--- src/sv/vfcm_pkg.sv ---
// Package: shared types, constants and direction tables for the voxel face culling mesher
package vfcm_pkg;

   localparam int unsigned CHUNK_SIDE = 16;
   localparam int unsigned COORD_W = 4;
   localparam int unsigned VOL_CELLS = CHUNK_SIDE * CHUNK_SIDE * CHUNK_SIDE;
   localparam int unsigned LAYER_CELLS = CHUNK_SIDE * CHUNK_SIDE;
   localparam int unsigned VOL_AW = $clog2(VOL_CELLS);
   localparam int unsigned BND_AW = $clog2(6 * LAYER_CELLS);

   localparam logic [1:0] OP_LOAD_CHUNK = 2'd0;
   localparam logic [1:0] OP_LOAD_BND = 2'd1;
   localparam logic [1:0] OP_SCAN = 2'd2;
   localparam logic [1:0] OP_BEGIN = 2'd3;

   typedef struct packed {
      logic [1:0] operation;
      logic [3:0] block_x;
      logic [3:0] block_y;
      logic [3:0] block_z;
      logic [2:0] side;
      logic       solid;
   } req_type;

   typedef struct packed {
      logic [14:0] face_number;
      logic [1:0]  corner;
      logic [5:0]  pos_x;
      logic [5:0]  pos_y;
      logic [5:0]  pos_z;
      logic        tex_u;
      logic        tex_v;
      logic [2:0]  direction;
      logic        last;
   } rsp_type;

   // controller -> datapath commands
   typedef struct packed {
      logic       capture;     // latch request beat
      logic       write_chunk; // write chunk store
      logic       write_bnd;   // write boundary store
      logic       clear_count; // begin mesh
      logic       read_self;   // read own block
      logic       read_nbr;    // read neighbour of dir
      logic [2:0] dir;
      logic       emit;        // drive a vertex
      logic [1:0] corner;
      logic       last;
      logic       bump_count;
   } cmd_type;

   // datapath -> controller status
   typedef struct packed {
      logic [1:0] operation;
      logic       self_solid;  // valid cycle after read_self
      logic       face_due;    // valid cycle after read_nbr
   } sts_type;

   // position offsets per direction for corner (u,v): n, r, d components (x,y,z)
   function automatic logic signed [2:0] dir_n(input logic [2:0] d, input int a);
      logic signed [2:0] r;
      r = 3'sd0;
      if (int'(d >> 1) == a) r = d[0] ? -3'sd1 : 3'sd1;
      return r;
   endfunction

   function automatic logic signed [2:0] dir_r(input logic [2:0] d, input int a);
      logic signed [2:0] r;
      r = 3'sd0;
      case (d)
         3'd0: if (a == 2) r = -3'sd1;
         3'd1: if (a == 2) r = 3'sd1;
         3'd2, 3'd4: if (a == 0) r = 3'sd1;
         3'd3, 3'd5: if (a == 0) r = -3'sd1;
         default: r = 3'sd0;
      endcase
      return r;
   endfunction

   function automatic logic signed [2:0] dir_d(input logic [2:0] d, input int a);
      logic signed [2:0] r;
      r = 3'sd0;
      case (d)
         3'd2, 3'd3: if (a == 2) r = 3'sd1;
         3'd0, 3'd1, 3'd4, 3'd5: if (a == 1) r = -3'sd1;
         default: r = 3'sd0;
      endcase
      return r;
   endfunction

endpackage

--- src/sv/vfcm_ctrl.sv ---
// Controller: sequences loads, scan lookups and vertex emission
module vfcm_ctrl (
   input  logic              clock,
   input  logic              reset,
   input  logic              start,
   output logic              busy,
   input  vfcm_pkg::sts_type sts,
   output vfcm_pkg::cmd_type cmd
);

   localparam logic [2:0] ST_IDLE = 3'd0;
   localparam logic [2:0] ST_DECODE = 3'd1;
   localparam logic [2:0] ST_SELF = 3'd2;
   localparam logic [2:0] ST_LOOK = 3'd3;
   localparam logic [2:0] ST_CHECK = 3'd4;
   localparam logic [2:0] ST_EMIT = 3'd5;

   logic [2:0] state_ff, state_in;
   logic [2:0] dir_ff, dir_in;
   logic [1:0] corner_ff, corner_in;
   logic [5:0] due_ff, due_in;   // due mask gathered over the lookups

   // lookups run first for all six directions, then vertices stream out
   logic       more_after;
   always_comb begin
      more_after = 1'b0;
      for (int d = 0; d < 6; d++)
         if (d > int'(dir_ff) && due_ff[d]) more_after = 1'b1;
   end

   // next state and commands
   always_comb begin
      state_in = state_ff;
      dir_in = dir_ff;
      corner_in = corner_ff;
      due_in = due_ff;
      cmd = '0;
      cmd.dir = dir_ff;
      cmd.corner = corner_ff;
      case (state_ff)
         ST_IDLE: begin
            if (start) begin
               cmd.capture = 1'b1;
               state_in = ST_DECODE;
            end
         end
         ST_DECODE: begin
            case (sts.operation)
               vfcm_pkg::OP_LOAD_CHUNK: begin
                  cmd.write_chunk = 1'b1;
                  state_in = ST_IDLE;
               end
               vfcm_pkg::OP_LOAD_BND: begin
                  cmd.write_bnd = 1'b1;
                  state_in = ST_IDLE;
               end
               vfcm_pkg::OP_BEGIN: begin
                  cmd.clear_count = 1'b1;
                  state_in = ST_IDLE;
               end
               default: begin
                  cmd.read_self = 1'b1;
                  dir_in = 3'd0;
                  due_in = '0;
                  state_in = ST_SELF;
               end
            endcase
         end
         ST_SELF: begin
            if (!sts.self_solid) state_in = ST_IDLE;
            else begin
               cmd.read_nbr = 1'b1;
               state_in = ST_LOOK;
            end
         end
         ST_LOOK: begin
            due_in[dir_ff] = sts.face_due;
            if (dir_ff == 3'd5) state_in = ST_CHECK;
            else begin
               dir_in = dir_ff + 3'd1;
               cmd.dir = dir_in;
               cmd.read_nbr = 1'b1;
            end
         end
         ST_CHECK: begin
            // find first due direction
            state_in = ST_IDLE;
            dir_in = 3'd0;
            for (int d = 5; d >= 0; d--)
               if (due_ff[d]) begin
                  dir_in = 3'(d);
                  state_in = ST_EMIT;
               end
            corner_in = 2'd0;
         end
         ST_EMIT: begin
            cmd.emit = 1'b1;
            cmd.last = (corner_ff == 2'd3) && !more_after;
            corner_in = corner_ff + 2'd1;
            if (corner_ff == 2'd3) begin
               cmd.bump_count = 1'b1;
               if (!more_after) state_in = ST_IDLE;
               else
                  for (int d = 0; d < 6; d++)
                     if (d > int'(dir_ff) && due_ff[d] && dir_in == dir_ff)
                        dir_in = 3'(d);
            end
         end
         default: state_in = ST_IDLE;
      endcase
   end

   always_ff @(posedge clock) begin
      if (reset) begin
         state_ff <= ST_IDLE;
         dir_ff <= '0;
         corner_ff <= '0;
         due_ff <= '0;
      end else begin
         state_ff <= state_in;
         dir_ff <= dir_in;
         corner_ff <= corner_in;
         due_ff <= due_in;
      end
   end

   assign busy = (state_ff != ST_IDLE);

   // checks
   a_emit_only_in_emit: assert property (@(posedge clock) disable iff (reset)
      cmd.emit |-> state_ff == ST_EMIT) else $error("emit outside emit state");
   a_bump_on_last_corner: assert property (@(posedge clock) disable iff (reset)
      cmd.bump_count |-> corner_ff == 2'd3) else $error("count bump mid face");
   a_idle_after_last: assert property (@(posedge clock) disable iff (reset)
      cmd.last |=> state_ff == ST_IDLE) else $error("last not final");
   a_emit_due: assert property (@(posedge clock) disable iff (reset)
      cmd.emit |-> due_ff[dir_ff]) else $error("emit for culled face");
endmodule

--- config.mk ---
export PLATFORM = sky130hd
export DESIGN_NAME = vfcm_ctrl
export DESIGN_NICKNAME = d
export VERILOG_FILES = /design/src/sv/vfcm_pkg.sv /design/src/sv/vfcm_ctrl.sv
export SDC_FILE = /design/constraint.sdc
export NUM_CORES = 1
export LEC_CHECK = 0
export ABC_AREA = 1
export ABC_CLOCK_PERIOD_IN_PS = 1800
export BUFFER_PORTS_ARGS = -buffer_cell sky130_fd_sc_hd__clkbuf_2
export CORE_UTILIZATION = 42
export CTS_CLUSTER_SIZE = 24
export DETAILED_ROUTE_END_ITERATION = 6
export GPL_ROUTABILITY_DRIVEN = 0
export PLACE_DENSITY = 0.65
export SLEW_MARGIN = 20
export SYNTH_ARGS = -nofsm -noshare
export SYNTH_HDL_FRONTEND = slang
export SYNTH_SLANG_ARGS = --single-unit
export TNS_END_PERCENT = 50
--- constraint.sdc ---
create_clock -name clock -period 1.8 [get_ports clock]
set_clock_uncertainty 0.2 [all_clocks]
set_input_delay 0.27 -clock clock [delete_from_list [all_inputs] [get_ports clock]]
set_output_delay 0.27 -clock clock [all_outputs]
set_load 0.05 [all_outputs]
---- Word-level counts from Yosys, hierarchy flattened ----
Index checks and enable logic that the tools add are counted.
cells by class
  reductions and logical operators ........ 22
  add/sub/neg operators ................... 2
  order comparisons ....................... 7
  equal/unequal tests ..................... 20
  mux-type cells .......................... 65
operators by type and width
  cell                   count
  $mux W3                37
  $pmux W3 S6            1
  $mux W1                15
  $ne A2 B2 Y1 const B   7
  $eq A3 B3 Y1           4
  $pmux W3 S4            1
  $pmux W6 S2            1
  $logic_and A1 B1 Y1    11
  $eq A3 B3 Y1 const B   3
  $mux W4                2
  $bwmux W6              1
  $eq A3 B2 Y1 const B   2
  $gt A2 B3 Y1 const A   2
  $gt A3 B3 Y1 const A   2
  $mux W2                3
  $mux W6                1
  $reduce_and A5 Y1      1
  $eq A2 B2 Y1 const B   2
  $lt A3 B4 Y1 const B   1
  $pmux W2 S2            1
  $reduce_and A4 Y1      1
  $reduce_bool A2 Y1     2
  $reduce_bool A4 Y1     1
  $add A3 B1 Y3 const B  1
  other kinds (13)       13
word-level totals
  output and inout bits ................... 15
  input port bits ......................... 7
  logic and storage cells ................. 120
  register bits after elaboration ......... 14

---- Depth between registers and ports, before layout ----
  word-level depth ........................ 34
  mapped depth ............................ 15
  mapped depth without buffers ............ 15

---- Worst setup path after synthesis ----
OpenSTA, ideal clock, no wires.
  kind .................................... register to output
  start ................................... register state_ff[2]
  end ..................................... output port cmd[0] in the netlist's numbering
  slack ................................... -0.490 ns
  arrival ................................. 1.820 ns
  stages on the path, launching flop included .. 7
  path buffers ............................ 0
  required time ........................... 1.330 ns
  path through ............................ dfxtp_1 -> inv_2 -> nor2_2 -> inv_1 -> nor2_4 -> inv_1 -> nor2_1
RTL lines
  element                 RTL line          source
  from (decl)             vfcm_ctrl.sv:18   logic [2:0] state_ff, state_in;
  from (signal assigned)  vfcm_ctrl.sv:120  state_ff <= state_in;
  to (decl)               vfcm_ctrl.sv:8    output vfcm_pkg::cmd_type cmd

==> out/results.ini <==
[run_status]
outcome=finished with violations
violations=setup timing

[placement]
place_area_um2=1700
port_buffers=21
dpl.hpwl_um=2950

[setup_path]
worst_setup_path_start_kind=flip-flop
crit_type=flip-flop to output port
crit_path_end_kind=output port
required_ns=1.33
path_max_fanout=4
worstPathArrival_ns=1.69

[floorplan]
coreArea_um2=2780
num_io_pins=22
dieArea_um2=3160
die_w_um=56.3
start_util_pct=44.4
row_count=19
die_h_um=56.3

[sta]
report.final.hold_viol_count=0
finalSetupTns_ns=-3.27
maxSlewHeadroom_pct=68.9
fmax_ghz=0.463
setup_viol=18
setup_slack_ns=-0.361
worst_slew_pin_slew_ns=0.465
grt_setup_unrepaired=true
slew_viol_final=0
post-route-min-period_ns=2.16
fin_crit_sh_pct=120

[grt]
grt_max_degree=10
grt_pass1_wl_um=7880
grt_overflow=0
first_global_vias=1718
antenna_found_initial=0
track_usage_pct=32.1

[finish]
syn_to_final_growth_pct=90.6
nets=283
fillers=134
layout_commonest_cell=buf_4
drive_above_1_share_pct=61.3
final_util_pct=84.7
fin_area_um2=2360
final_cell_mix=buf_4, nand2_1, inv_1, a21oi_1, buf_6
diodes=0

[clocking]
cts_root_buf=clkbuf_4
cts_buffer_depth=2
ctsHoldBuffers=0
cts_max_level=1
clkTransAtPathRegs_ns=0.11
cts.sink_count=14
cts_tree=built
clk_latency_ns=0.29
cts_made_buffers=3

[routing]
wl_um=5360
drt_iter0_markers=115
vias=1729
drcViolationCount=0
firstDrtPassIters=4
ant_nets=0
vias_per_cell=5.73
wire_per_inst_um=17.8

[worst_hold_path]
min_path_type=primary input to flip-flop

[synth]
syn_inst=192
synth-seq-cells=14
syn_area_per_cell_um2=6.44
syn_area_um2=1240
synth_fp_nets=203
synth_seq_area_share_pct=22.7
synth.distinct_cells=34
yosys_warnings=0

[power_and_ir_drop]
p_leak_nw=1.04
finalPower_mw=0.996
powerDensity_nw_per_um2=423
vdd_drop_max_v=0.000616

[run]
cap_violations=0

-- registers in the layout (all words and copies together), names as in the netlist --
register   cells
due_ff         6
dir_ff         3
state_ff       3
corner_ff      2
-- power breakdown --
part           switching [mW]  internal (mW)
Combinational           0.254          0.161
Sequential             0.0201          0.317
Clock                   0.121          0.123
-- cell families (layout without fill, tap and decap cells) --
| family | Yosys count | in the layout | synth area share [%] |
|---|---|---|---|
| AOI/OAI and AO/OA | 42 | 42 | 19.5 |
| xor gates and xnor gates | 1 | 1 | 0.709 |
| adders and majority gates | 4 | 4 | 4.05 |
| buffers and inverters | 40 | 119 | 14.2 |
| DFF | 14 | 14 | 22.7 |
| and+or+nand+nor | 91 | 91 | 38.9 |
-- Yosys cell counts (all sizes together) --
cell type	number	area, um^2
buf	5	41.3
nand3	18	118
ha	4	50.1
xnor2	1	8.76
nor3	9	61.3
a2111oi	1	8.76
dfxtp	14	280
o211ai	3	27.5
nand3b	1	7.51
a221oi	1	15.0
nor4	1	6.26
o31ai	1	7.51
nor2	20	111
nand4	3	25.0
a22oi	1	7.51
o21ai	17	85.1
inv	35	134
nand2	39	151
a21oi	18	90.1
-- worst paths after layout --
check / depth (start not counted) / start / end / slack [ns]
worst max-delay path: 7 / state_ff[1]$_SDFFE_PP0P_ / cmd[7] / -0.36
worst min-delay path: 2 / reset / dir_ff[0]$_SDFFE_PP0P_ / 0.09
worst max register to register: 14 / dir_ff[1]$_SDFFE_PP0P_ / dir_ff[2]$_SDFFE_PP0P_ / -0.26
worst min register to register: 2 / corner_ff[1]$_SDFFE_PP0P_ / corner_ff[1]$_SDFFE_PP0P_ / 0.30
-- repair_timing --
item | CTS | global route
resized for setup | 67 | 60
pin swaps | 19 | 20
setup endpoints to repair | 18 | 23
buffers inserted | 14 | 6
-- per-stage QoR --
| step | hold WS [ns] | instances | setup slack [ns] |
|---|---|---|---|
| 5_1_grt | 0.0801 | 302 | -0.427 |
| 3_5_place_dp | 0.275 | 278 | -0.190 |
| 4_1_cts | 0.0420 | 296 | -0.285 |
| 2_1_floorplan | 0.212 | 192 | -0.360 |
| 3_3_place_gp | 0.270 | 278 | -0.148 |
| 6_report | 0.0863 | 302 | -0.361 |
-- final cells by class --
| type | count | area [um^2] | share of cell area (%) |
|---|---|---|---|
| Timing Repair Buffer | 80 | 762 | 32.3 |
| Tap cell | 31 | 38.8 | 1.65 |
| Multi-Input combinational cell | 138 | 1070 | 45.6 |
| Sequential cell | 14 | 300 | 12.7 |
| Clock buffer | 4 | 36.3 | 1.54 |
| Inverter | 35 | 144 | 6.11 |
-- per-layer routing --
layer,routed length [um],vias to the layer above,track usage [%]
li1,-,790,-
met1,1920,827,37.0
met2,2840,86,58.0
met3,341,26,4.61
met4,263,0,15.3
met5,0,-,0
-- critical path, cell delays in order, from the launching register on --
cell and delay, ns:
dfxtp_2 0.38, buf_6 0.11, inv_4 0.03, nor3_4 0.28
buf_6 0.18, inv_2 0.05, a22oi_2 0.19, buf_8 0.18
Power figures use the tool's default switching activity.
